[src/sv/slr_pkg.sv]
`timescale 1ns / 1ps
// ----------------------------------------------------------------------------
// slr_pkg
// Shared types and constants for the servo linear position ramp generator.
// ----------------------------------------------------------------------------
package slr_pkg;

	localparam int ANGLE_W = 16;
	localparam int DUR_W   = 16;
	localparam int CH_W    = 3;

	localparam int                 CHANNELS_DEF       = 8;
	localparam int                 FRACTION_BITS_DEF  = 16;
	localparam logic [ANGLE_W-1:0] START_POSITION_DEF = 16'd135;
	localparam logic [DUR_W-1:0]   MAX_DURATION_RST   = 16'd1000;

	localparam logic KIND_CMD  = 1'b0;
	localparam logic KIND_TICK = 1'b1;

	localparam logic RES_ACK   = 1'b0;
	localparam logic RES_ANGLE = 1'b1;

	typedef enum logic [2:0] {
		ST_IDLE,
		ST_ACK,
		ST_SCAN,
		ST_DIV,
		ST_STEP,
		ST_EMIT
	} slr_state_t;

	typedef struct packed {
		logic               result_kind;
		logic [CH_W-1:0]    servo_channel;
		logic [ANGLE_W-1:0] angle_out;
		logic               accepted;
		logic               last_of_run;
	} slr_res_t;

endpackage

[src/sv/slr_ifs.sv]
`timescale 1ns / 1ps
// ----------------------------------------------------------------------------
// slr_in_if / slr_out_if
// Valid/ready channels for input items and result beats.
// ----------------------------------------------------------------------------
interface slr_in_if;
	import slr_pkg::*;

	logic               valid;
	logic               ready;
	logic               kind;
	logic [CH_W-1:0]    channel;
	logic [ANGLE_W-1:0] position;
	logic [DUR_W-1:0]   duration;

	modport source (output valid, kind, channel, position, duration, input ready);
	modport sink   (input valid, kind, channel, position, duration, output ready);
endinterface

interface slr_out_if;
	import slr_pkg::*;

	logic               valid;
	logic               ready;
	logic               result_kind;
	logic [CH_W-1:0]    servo_channel;
	logic [ANGLE_W-1:0] angle_out;
	logic               accepted;
	logic               last_of_run;

	modport source (output valid, result_kind, servo_channel, angle_out, accepted,
		last_of_run, input ready);
	modport sink   (input valid, result_kind, servo_channel, angle_out, accepted,
		last_of_run, output ready);
endinterface

[src/sv/slr_div.sv]
`timescale 1ns / 1ps
// ----------------------------------------------------------------------------
// slr_div
// Restoring unsigned divider, one quotient bit per cycle.
// ----------------------------------------------------------------------------
module slr_div #(
	parameter int NUM_W = 32,
	parameter int DEN_W = 16
) (
	input  logic             clk,
	input  logic             arst_n,
	input  logic             start,
	input  logic [NUM_W-1:0] dividend,
	input  logic [DEN_W-1:0] divisor,
	output logic             done,
	output logic [NUM_W-1:0] quotient
);

	localparam int CNT_W = $clog2(NUM_W + 1);

	logic             busy_q;
	logic             done_q;
	logic [CNT_W-1:0] cnt_q;
	logic [NUM_W-1:0] num_q;
	logic [DEN_W-1:0] rem_q;
	logic [DEN_W-1:0] den_q;
	logic [DEN_W:0]   trial;
	logic [DEN_W:0]   diff;
	logic             ge;
	logic [DEN_W-1:0] rem_nxt;

	assign trial   = {rem_q, num_q[NUM_W-1]};
	assign diff    = trial - {1'b0, den_q};
	assign ge      = trial >= {1'b0, den_q};
	assign rem_nxt = ge ? diff[DEN_W-1:0] : trial[DEN_W-1:0];

	always_ff @(posedge clk or negedge arst_n) begin
		if (!arst_n) begin
			busy_q <= 1'b0;
			done_q <= 1'b0;
			cnt_q  <= '0;
		end else begin
			done_q <= 1'b0;
			if (start) begin
				busy_q <= 1'b1;
				cnt_q  <= '0;
			end else if (busy_q) begin
				cnt_q <= cnt_q + 1'b1;
				if (cnt_q == CNT_W'(NUM_W - 1)) begin
					busy_q <= 1'b0;
					done_q <= 1'b1;
				end
			end
		end
	end

	always_ff @(posedge clk) begin
		if (start) begin
			num_q <= dividend;
			rem_q <= '0;
			den_q <= divisor;
		end else if (busy_q) begin
			num_q <= {num_q[NUM_W-2:0], ge};
			rem_q <= rem_nxt;
		end
	end

	assign done     = done_q;
	assign quotient = num_q;

endmodule

[src/sv/slr_engine.sv]
`timescale 1ns / 1ps
// ----------------------------------------------------------------------------
// slr_engine
// Per-channel ramp state and the sequencer that walks the channels on a tick.
// ----------------------------------------------------------------------------
module slr_engine import slr_pkg::*; #(
	parameter int                 CHANNELS       = CHANNELS_DEF,
	parameter int                 FRACTION_BITS  = FRACTION_BITS_DEF,
	parameter logic [ANGLE_W-1:0] START_POSITION = START_POSITION_DEF
) (
	input  logic             clk,
	input  logic             arst_n,
	slr_in_if.sink           items,
	input  logic [DUR_W-1:0] max_duration,
	output logic             res_valid,
	input  logic             res_ready,
	output slr_res_t         res
);

	localparam int CIDX_W     = (CHANNELS > 1) ? $clog2(CHANNELS) : 1;
	localparam int ACC_W      = ANGLE_W + FRACTION_BITS;
	localparam int STEP_W     = ACC_W + 1;
	localparam int CH_LIM_W   = CH_W + 1;
	localparam logic [CH_LIM_W-1:0] CH_LIMIT = CH_LIM_W'(CHANNELS);

	slr_state_t state_q, state_d;

	logic [ANGLE_W-1:0]       pend_tgt_q   [CHANNELS];
	logic [DUR_W-1:0]         pend_ticks_q [CHANNELS];
	logic [ANGLE_W-1:0]       cur_q        [CHANNELS];
	logic [ACC_W-1:0]         acc_q        [CHANNELS];
	logic signed [STEP_W-1:0] step_q       [CHANNELS];
	logic [DUR_W-1:0]         left_q       [CHANNELS];
	logic [ANGLE_W-1:0]       mtgt_q       [CHANNELS];

	logic [CIDX_W-1:0]   c_q;
	logic [CHANNELS-1:0] mask_q;
	logic [CHANNELS-1:0] mask_now;
	logic [CHANNELS-1:0] mask_hi;
	logic [CH_W-1:0]     ch_q;
	logic                ok_q;

	logic in_acc, ch_ok, dur_ok, cmd_ok;
	logic [CIDX_W-1:0] cmd_idx;
	logic cmd_wr, div_start, div_wr, step_wr, advance, emit_last, c_last;

	logic [ANGLE_W-1:0]       sel_tgt, sel_cur, sel_mtgt;
	logic [DUR_W-1:0]         sel_ticks, sel_left, sel_d, left_m1;
	logic [ACC_W-1:0]         sel_acc, acc_new;
	logic signed [STEP_W-1:0] sel_step, step_new;
	logic signed [ACC_W+1:0]  sum;
	logic                     up;
	logic [ANGLE_W-1:0]       mag;
	logic                     div_done;
	logic [ACC_W-1:0]         quot;

	assign in_acc  = items.valid & items.ready;
	assign cmd_idx = items.channel[CIDX_W-1:0];
	assign ch_ok   = {1'b0, items.channel} < CH_LIMIT;
	assign dur_ok  = (items.duration != '0) && (items.duration <= max_duration);
	assign cmd_ok  = ch_ok & dur_ok;

	always_comb begin
		for (int i = 0; i < CHANNELS; i++) begin
			mask_now[i] = (left_q[i] != '0) || (pend_tgt_q[i] != cur_q[i]);
		end
	end

	assign sel_tgt   = pend_tgt_q[c_q];
	assign sel_ticks = pend_ticks_q[c_q];
	assign sel_cur   = cur_q[c_q];
	assign sel_acc   = acc_q[c_q];
	assign sel_step  = step_q[c_q];
	assign sel_left  = left_q[c_q];
	assign sel_mtgt  = mtgt_q[c_q];

	assign sel_d   = (sel_ticks == '0) ? DUR_W'(1) : sel_ticks;
	assign up      = sel_tgt > sel_cur;
	assign mag     = up ? (sel_tgt - sel_cur) : (sel_cur - sel_tgt);
	assign step_new = up ? $signed({1'b0, quot}) : -$signed({1'b0, quot});

	assign left_m1 = sel_left - 1'b1;
	assign sum     = $signed({2'b00, sel_acc}) + $signed({sel_step[STEP_W-1], sel_step});
	assign acc_new = sum[ACC_W+1] ? '0 : sum[ACC_W-1:0];

	assign mask_hi   = (mask_q >> c_q) >> 1;
	assign emit_last = mask_hi == '0;
	assign c_last    = c_q == CIDX_W'(CHANNELS - 1);

	slr_div #(
		.NUM_W (ACC_W),
		.DEN_W (DUR_W)
	) u_div (
		.clk      (clk),
		.arst_n   (arst_n),
		.start    (div_start),
		.dividend ({mag, {FRACTION_BITS{1'b0}}}),
		.divisor  (sel_d),
		.done     (div_done),
		.quotient (quot)
	);

	always_ff @(posedge clk or negedge arst_n) begin
		if (!arst_n) begin
			state_q <= ST_IDLE;
		end else begin
			state_q <= state_d;
		end
	end

	always_comb begin
		state_d     = state_q;
		items.ready = 1'b0;
		res_valid   = 1'b0;
		res         = '0;
		cmd_wr      = 1'b0;
		div_start   = 1'b0;
		div_wr      = 1'b0;
		step_wr     = 1'b0;
		advance     = 1'b0;
		unique case (state_q)
			ST_IDLE: begin
				items.ready = 1'b1;
				if (in_acc) begin
					if (items.kind == KIND_CMD) begin
						cmd_wr  = cmd_ok;
						state_d = ST_ACK;
					end else if (mask_now != '0) begin
						state_d = ST_SCAN;
					end
				end
			end
			ST_ACK: begin
				res_valid         = 1'b1;
				res.result_kind   = RES_ACK;
				res.servo_channel = ch_q;
				res.accepted      = ok_q;
				res.last_of_run   = 1'b1;
				if (res_ready) begin
					state_d = ST_IDLE;
				end
			end
			ST_SCAN: begin
				if (!mask_q[c_q]) begin
					if (c_last) begin
						state_d = ST_IDLE;
					end else begin
						advance = 1'b1;
					end
				end else if (sel_left != '0) begin
					state_d = ST_STEP;
				end else begin
					div_start = 1'b1;
					state_d   = ST_DIV;
				end
			end
			ST_DIV: begin
				if (div_done) begin
					div_wr  = 1'b1;
					state_d = ST_STEP;
				end
			end
			ST_STEP: begin
				step_wr = 1'b1;
				state_d = ST_EMIT;
			end
			ST_EMIT: begin
				res_valid         = 1'b1;
				res.result_kind   = RES_ANGLE;
				res.servo_channel = CH_W'(c_q);
				res.angle_out     = sel_cur;
				res.last_of_run   = emit_last;
				if (res_ready) begin
					if (emit_last) begin
						state_d = ST_IDLE;
					end else begin
						advance = 1'b1;
						state_d = ST_SCAN;
					end
				end
			end
			default: state_d = ST_IDLE;
		endcase
	end

	always_ff @(posedge clk or negedge arst_n) begin
		if (!arst_n) begin
			c_q <= '0;
		end else if (in_acc) begin
			c_q <= '0;
		end else if (advance) begin
			c_q <= c_q + 1'b1;
		end
	end

	always_ff @(posedge clk) begin
		if (in_acc) begin
			mask_q <= mask_now;
			ch_q   <= items.channel;
			ok_q   <= cmd_ok;
		end
	end

	always_ff @(posedge clk or negedge arst_n) begin
		if (!arst_n) begin
			for (int i = 0; i < CHANNELS; i++) begin
				pend_tgt_q[i]   <= START_POSITION;
				pend_ticks_q[i] <= DUR_W'(1);
				cur_q[i]        <= START_POSITION;
				acc_q[i]        <= {START_POSITION, {FRACTION_BITS{1'b0}}};
				step_q[i]       <= '0;
				left_q[i]       <= '0;
				mtgt_q[i]       <= START_POSITION;
			end
		end else begin
			if (cmd_wr) begin
				pend_tgt_q[cmd_idx]   <= items.position;
				pend_ticks_q[cmd_idx] <= items.duration;
			end
			if (div_wr) begin
				step_q[c_q] <= step_new;
				acc_q[c_q]  <= {sel_cur, {FRACTION_BITS{1'b0}}};
				left_q[c_q] <= sel_d;
				mtgt_q[c_q] <= sel_tgt;
			end
			if (step_wr) begin
				left_q[c_q] <= left_m1;
				if (left_m1 == '0) begin
					acc_q[c_q] <= {sel_mtgt, {FRACTION_BITS{1'b0}}};
					cur_q[c_q] <= sel_mtgt;
				end else begin
					acc_q[c_q] <= acc_new;
					cur_q[c_q] <= acc_new[ACC_W-1:FRACTION_BITS];
				end
			end
		end
	end

`ifndef ASSERT_OFF
	a_div_done_in_div: assert property (@(posedge clk) disable iff (!arst_n)
		div_done |-> state_q == ST_DIV)
		else $error("divider finished outside the divide state");

	a_emit_masked: assert property (@(posedge clk) disable iff (!arst_n)
		state_q == ST_EMIT |-> mask_q[c_q])
		else $error("angle beat for a channel that was not due");

	a_step_has_work: assert property (@(posedge clk) disable iff (!arst_n)
		state_q == ST_STEP |-> sel_left != '0)
		else $error("step taken with no steps left");

	a_final_on_target: assert property (@(posedge clk) disable iff (!arst_n)
		state_q == ST_EMIT && sel_left == '0 |-> sel_cur == sel_mtgt)
		else $error("final step did not land on target");
`endif

endmodule

[src/sv/servo_linear_position_ramp.sv]
`timescale 1ns / 1ps
// ----------------------------------------------------------------------------
// servo_linear_position_ramp
// Multi-channel servo ramp generator with one shared serial divider.
// ----------------------------------------------------------------------------
// A move command is acknowledged from the ACK state through the output
// register. A tick walks the channels in order: an idle channel is only
// scanned, a channel already moving passes through SCAN, STEP and EMIT, and
// a channel that starts a move adds the step division on the shared
// one-bit-per-cycle divider; a tick also waits on any output stall.
// Items are taken one at a time; the output register frees the engine as
// soon as a beat is loaded.
// ----------------------------------------------------------------------------
module servo_linear_position_ramp import slr_pkg::*; #(
	parameter int                 CHANNELS       = CHANNELS_DEF,
	parameter int                 FRACTION_BITS  = FRACTION_BITS_DEF,
	parameter logic [ANGLE_W-1:0] START_POSITION = START_POSITION_DEF
) (
	input  logic             clk,
	input  logic             arst_n,
	slr_in_if.sink           items,
	slr_out_if.source        results,
	input  logic             cfg_we,
	input  logic [DUR_W-1:0] cfg_wdata
);

	logic [DUR_W-1:0] max_duration_q;
	logic             res_valid;
	logic             res_ready;
	slr_res_t         res;
	logic             out_valid_q;
	slr_res_t         out_res_q;

	always_ff @(posedge clk or negedge arst_n) begin
		if (!arst_n) begin
			max_duration_q <= MAX_DURATION_RST;
		end else if (cfg_we) begin
			max_duration_q <= cfg_wdata;
		end
	end

	slr_engine #(
		.CHANNELS       (CHANNELS),
		.FRACTION_BITS  (FRACTION_BITS),
		.START_POSITION (START_POSITION)
	) u_engine (
		.clk          (clk),
		.arst_n       (arst_n),
		.items        (items),
		.max_duration (max_duration_q),
		.res_valid    (res_valid),
		.res_ready    (res_ready),
		.res          (res)
	);

	assign res_ready = !out_valid_q || results.ready;

	always_ff @(posedge clk or negedge arst_n) begin
		if (!arst_n) begin
			out_valid_q <= 1'b0;
		end else if (res_ready) begin
			out_valid_q <= res_valid;
		end
	end

	always_ff @(posedge clk) begin
		if (res_valid && res_ready) begin
			out_res_q <= res;
		end
	end

	assign results.valid         = out_valid_q;
	assign results.result_kind   = out_res_q.result_kind;
	assign results.servo_channel = out_res_q.servo_channel;
	assign results.angle_out     = out_res_q.angle_out;
	assign results.accepted      = out_res_q.accepted;
	assign results.last_of_run   = out_res_q.last_of_run;

endmodule

[src/flat_wrapper.sv]
// flat-port wrapper written by rule: the top's interface ports become plain ports
module servo_linear_position_ramp_flat import slr_pkg::*;
#(
	parameter int                 CHANNELS       = CHANNELS_DEF,
	parameter int                 FRACTION_BITS  = FRACTION_BITS_DEF,
	parameter logic [ANGLE_W-1:0] START_POSITION = START_POSITION_DEF
)
  (clk, arst_n, cfg_we, cfg_wdata, items_valid, items_kind, items_channel, items_position, items_duration, items_ready, results_valid, results_result_kind, results_servo_channel, results_angle_out, results_accepted, results_last_of_run, results_ready);
  slr_in_if items_i ();
  slr_out_if results_i ();
  input  logic clk;
  input  logic arst_n;
  input  logic cfg_we;
  input  logic [DUR_W-1:0] cfg_wdata;
  input wire logic [$bits(items_i.valid)-1:0] items_valid;
  input wire logic [$bits(items_i.kind)-1:0] items_kind;
  input wire logic [$bits(items_i.channel)-1:0] items_channel;
  input wire logic [$bits(items_i.position)-1:0] items_position;
  input wire logic [$bits(items_i.duration)-1:0] items_duration;
  output wire logic [$bits(items_i.ready)-1:0] items_ready;
  output wire logic [$bits(results_i.valid)-1:0] results_valid;
  output wire logic [$bits(results_i.result_kind)-1:0] results_result_kind;
  output wire logic [$bits(results_i.servo_channel)-1:0] results_servo_channel;
  output wire logic [$bits(results_i.angle_out)-1:0] results_angle_out;
  output wire logic [$bits(results_i.accepted)-1:0] results_accepted;
  output wire logic [$bits(results_i.last_of_run)-1:0] results_last_of_run;
  input wire logic [$bits(results_i.ready)-1:0] results_ready;
  assign items_i.valid = items_valid;
  assign items_i.kind = items_kind;
  assign items_i.channel = items_channel;
  assign items_i.position = items_position;
  assign items_i.duration = items_duration;
  assign items_ready = items_i.ready;
  assign results_valid = results_i.valid;
  assign results_result_kind = results_i.result_kind;
  assign results_servo_channel = results_i.servo_channel;
  assign results_angle_out = results_i.angle_out;
  assign results_accepted = results_i.accepted;
  assign results_last_of_run = results_i.last_of_run;
  assign results_i.ready = results_ready;
  servo_linear_position_ramp #(.CHANNELS(CHANNELS), .FRACTION_BITS(FRACTION_BITS), .START_POSITION(START_POSITION)) u_core (.clk(clk), .arst_n(arst_n), .items(items_i), .results(results_i), .cfg_we(cfg_we), .cfg_wdata(cfg_wdata));
endmodule
[config.mk]
export PLATFORM = sky130hd
export DESIGN_NAME = servo_linear_position_ramp_flat
export DESIGN_NICKNAME = d
export VERILOG_FILES = /design/src/sv/slr_pkg.sv /design/src/sv/slr_ifs.sv /design/src/sv/slr_div.sv /design/src/sv/slr_engine.sv /design/src/sv/servo_linear_position_ramp.sv /design/src/flat_wrapper.sv
export SDC_FILE = /design/constraint.sdc
export NUM_CORES = 2
export LEC_CHECK = 0
export BUFFER_PORTS_ARGS = -buffer_cell sky130_fd_sc_hd__clkbuf_2
export CAP_MARGIN = 25
export CORE_MARGIN = 10
export CORE_UTILIZATION = 45
export CTS_CLUSTER_DIAMETER = 200
export DETAILED_ROUTE_END_ITERATION = 12
export PLACE_DENSITY = 0.69
export SLEW_MARGIN = 15
export SYNTH_ARGS = -nofsm -noshare
export SYNTH_HDL_FRONTEND = slang
export SYNTH_SLANG_ARGS = --single-unit
[constraint.sdc]
create_clock -name clk -period 17.87 [get_ports clk]
set_input_delay 3.574 -clock clk [delete_from_list [all_inputs] [get_ports clk]]
set_output_delay 3.574 -clock clk [all_outputs]
set_load 0.02 [all_outputs]
==> impl_metrics.ini <==
[yosys]
synth-seq-cells = 1289
yosysSeqAreaShare_pct = 52.0
syn_inst = 6185
synth_fa_ha_area_share_pct = 2.14
async_flop_share_pct = 92.4
yosys.area_share.xor_xnor_pct = 2.96
netlist_area_um2 = 62700
synth_top_family_by_area = compound AO/OA/AOI/OAI gates
syn_area_per_cell_um2 = 10.1
synth_nets = 6347
yosys.area_share.simple_pct = 11.8
muxShareOfSynthArea_pct = 7.93
ys.flop_type = dfrtp_1
synth.distinct_cells = 91
yosys_warnings = 0
synth_edf_count = 66
synth_compound_area_share_pct = 19.6

[cells_and_area]
final_cell_mix = dfrtp_1, nand2_1, o21ai_0
final_cell_area_um2 = 69600
num-nets-final = 6239
areaGrowthSynthToFinish_pct = 11.0
drive_gt1_share_pct = 16.1
utilization_pct = 50.4
final_common_cell = dfrtp_1

[power_and_ir_drop]
leakagePower_nw = 30.7
p_per_area_nw_per_um2 = 154
irDropWorstVdd_uv = 129

[clocking]
holdBufCountCts = 0
cts_made_buffers = 137
clockRootBuffer = clkbuf_16
cts_buffer_depth = 3
clk_latency_ns = 0.79
cts.clk_slew.worst_paths_ns = 0.06
cts-resized-gates = 0
cts_max_level = 4
cts_tree = yes
post_cts_buffers = 0
cts.sinks = 1289

[setup_path]
critPathKind = reg2reg
required_ns = 18.54
arrival_ns = 8.32
cp-start-kind = flip-flop
cp_max_fo = 46
endpoint_kind = flip-flop

[die]
core_um2 = 138000
die_w_um = 393
io_pins = 81
rows = 136
dieArea_um2 = 155000
die_height_um = 393
start_util_pct = 45.4

[drt]
totalWireLength_mm = 219
vias_per_cell = 6.41
drt-initial-drc-count = 6677
vias = 51696
drcViolationCount = 0
wire_per_inst_um = 27.2
firstDrtPassIters = 9
postRouteAntennaNets = 0

[placement]
dp_hpwl_mm = 139
place_congestion = 1.02
post_dp_cell_area_um2 = 65000
port-buffer-count = 80

[global_routing]
antenna_found_initial = 8
grt_use_total_pct = 27.9
grt_pass1_vias = 49901
grt_max_degree = 173
grt-ovfl-total = 0
grt_pass1_wl_mm = 327

[job]
maxCapViolCount = 0

[sta]
slew_headroom_pct = 25.3
tightestPinTransition_ns = 1.12
tns_ns = 0
grt_setup_unrepaired = false
final.min_clock_period_ns = 7.65
hold_viol = 0
skew_ns = 0.0324
max_freq_ghz = 0.131
setup_viol = 0
hold_slack_ns = 0.479
period_share_pct = 42.8
finalMaxSlewViolations = 0

[min_path]
hold_path_class = reg2reg

[status]
status = completed
layer usage:
metal / up-vias / routed length (um) / track usage, %
li1: 22194 / - / -
met1: 25678 / 87100 / 37.0
met2: 3142 / 94700 / 41.7
met3: 678 / 24100 / 7.44
met4: 4 / 13100 / 14.7
met5: - / 27 / 0
registers in the layout, indices dropped and copies added, names as in the netlist, 8 cells and up:
name	count
u_core.u_engine.step_q	264
u_core.u_engine.u_div.den_q	16
u_core.u_engine.mask_q	8
u_core.u_engine.acc_q	256
u_core.u_engine.u_div.rem_q	16
u_core.max_duration_q	16
u_core.u_engine.cur_q	128
u_core.u_engine.u_div.quotient	32
u_core.u_engine.pend_ticks_q	128
u_core.u_engine.left_q	128
u_core.u_engine.mtgt_q	128
u_core.results.angle_out	16
u_core.u_engine.pend_tgt_q	128
report_power, final:
part           internal (mW)  switching (mW)
Clock                   1.66            1.25
Combinational           1.31            2.70
Sequential              3.41           0.385
Total                   6.38            4.33
synthesized netlist by cell type (all sizes together), types with 7 or more instances:
master	number	share of area, %
o22ai	13	0.13
mux2	314	5.6
o211ai	131	1.6
a22oi	319	3.8
and3	31	0.31
nand3	61	0.49
nor2	282	1.7
xnor2	66	0.92
o21bai	9	0.11
dfrtp	1049	42
nor2b	25	0.25
dfxtp	32	1.0
and4	24	0.34
a21o	34	0.41
clkbuf	378	2.3
mux2i	88	1.6
o21ai	800	6.4
or4	8	0.096
nand4	76	0.77
dfstp	142	6.0
nand2	989	5.9
or3	22	0.22
edfxtp	66	3.2
mux4	20	0.72
nand2b	12	0.12
ha	101	2.0
a221oi	90	1.3
a31oi	8	0.080
and2	13	0.13
a211o	7	0.098
a22o	162	2.3
o21a	15	0.18
a221o	23	0.37
nor3	39	0.32
inv	107	0.64
o311ai	8	0.11
a21oi	206	1.7
xor2	146	2.0
o31ai	19	0.23
nor4	76	0.78
buf	79	0.63
a211oi	22	0.26
critical path, cell delays in order (launching register included):
cell and delay (ns):
dfrtp_4 0.67, nand2b_1 0.23, buf_4 0.26, nor2_4 0.11, buf_4 0.66, buf_4 0.71
buf_4 0.54, a22oi_1 0.17, nand4_1 0.22, ha_1 0.25, o21ai_0 0.13, o21ai_0 0.40
a21oi_1 0.22, nor3_1 0.45, o21ai_0 0.18, a21oi_1 0.77, nor3_2 0.22, nor4_1 0.62
mux2i_1 0.23, buf_4 0.26, o21ai_0 0.20
cell families after synthesis:
| family | after synthesis |
|---|---|
| muxes | 422 |
| and+or+nand+nor | 1681 |
| adders and majority gates | 105 |
| buffers and inverters | 565 |
| AOI/OAI and AO/OA | 1911 |
| xor gates and xnor gates | 212 |
| DFF | 1289 |
final timing paths:
kind | end | slack, ns | cells past startpoint | startpoint
max in group asynchronous | u_core.u_engine.acc_q[5] | 11.23 | 5 | arst_n
setup reg to reg | u_core.u_engine.cur_q[111] | 10.22 | 20 | u_core.u_engine.c_q[1]
hold / removal | u_core.u_engine.step_q[249] | 0.48 | 2 | u_core.u_engine.step_q[249]
hold reg to reg | u_core.u_engine.step_q[249] | 0.48 | 2 | u_core.u_engine.step_q[249]
setup / recovery | u_core.u_engine.cur_q[111] | 10.22 | 20 | u_core.u_engine.c_q[1]
min in group asynchronous | u_core.u_engine.mtgt_q[104] | 2.83 | 1 | arst_n
through the flow:
stage	std cells	setup WS, ns	power [mW]
floorplan	6185	11.50	6.22
global placement	7796	10.52	7.63
detailed placement	7799	10.47	7.72
CTS	8053	10.47	10.6
global route	8057	9.83	11.2
finish	8061	10.22	10.7
final cells by class:
type | instances | area [um^2]
diodes | 6 | 15.0
inverters | 108 | 405
multi-input cells | 4331 | 28100
repair buffers | 210 | 1510
flip-flops and latches | 1289 | 32600
clock buffers | 204 | 4020
clock inverters | 50 | 551
fillers | 12332 | 68400
well taps | 1863 | 2330
(Power assumes the default switching activity.)
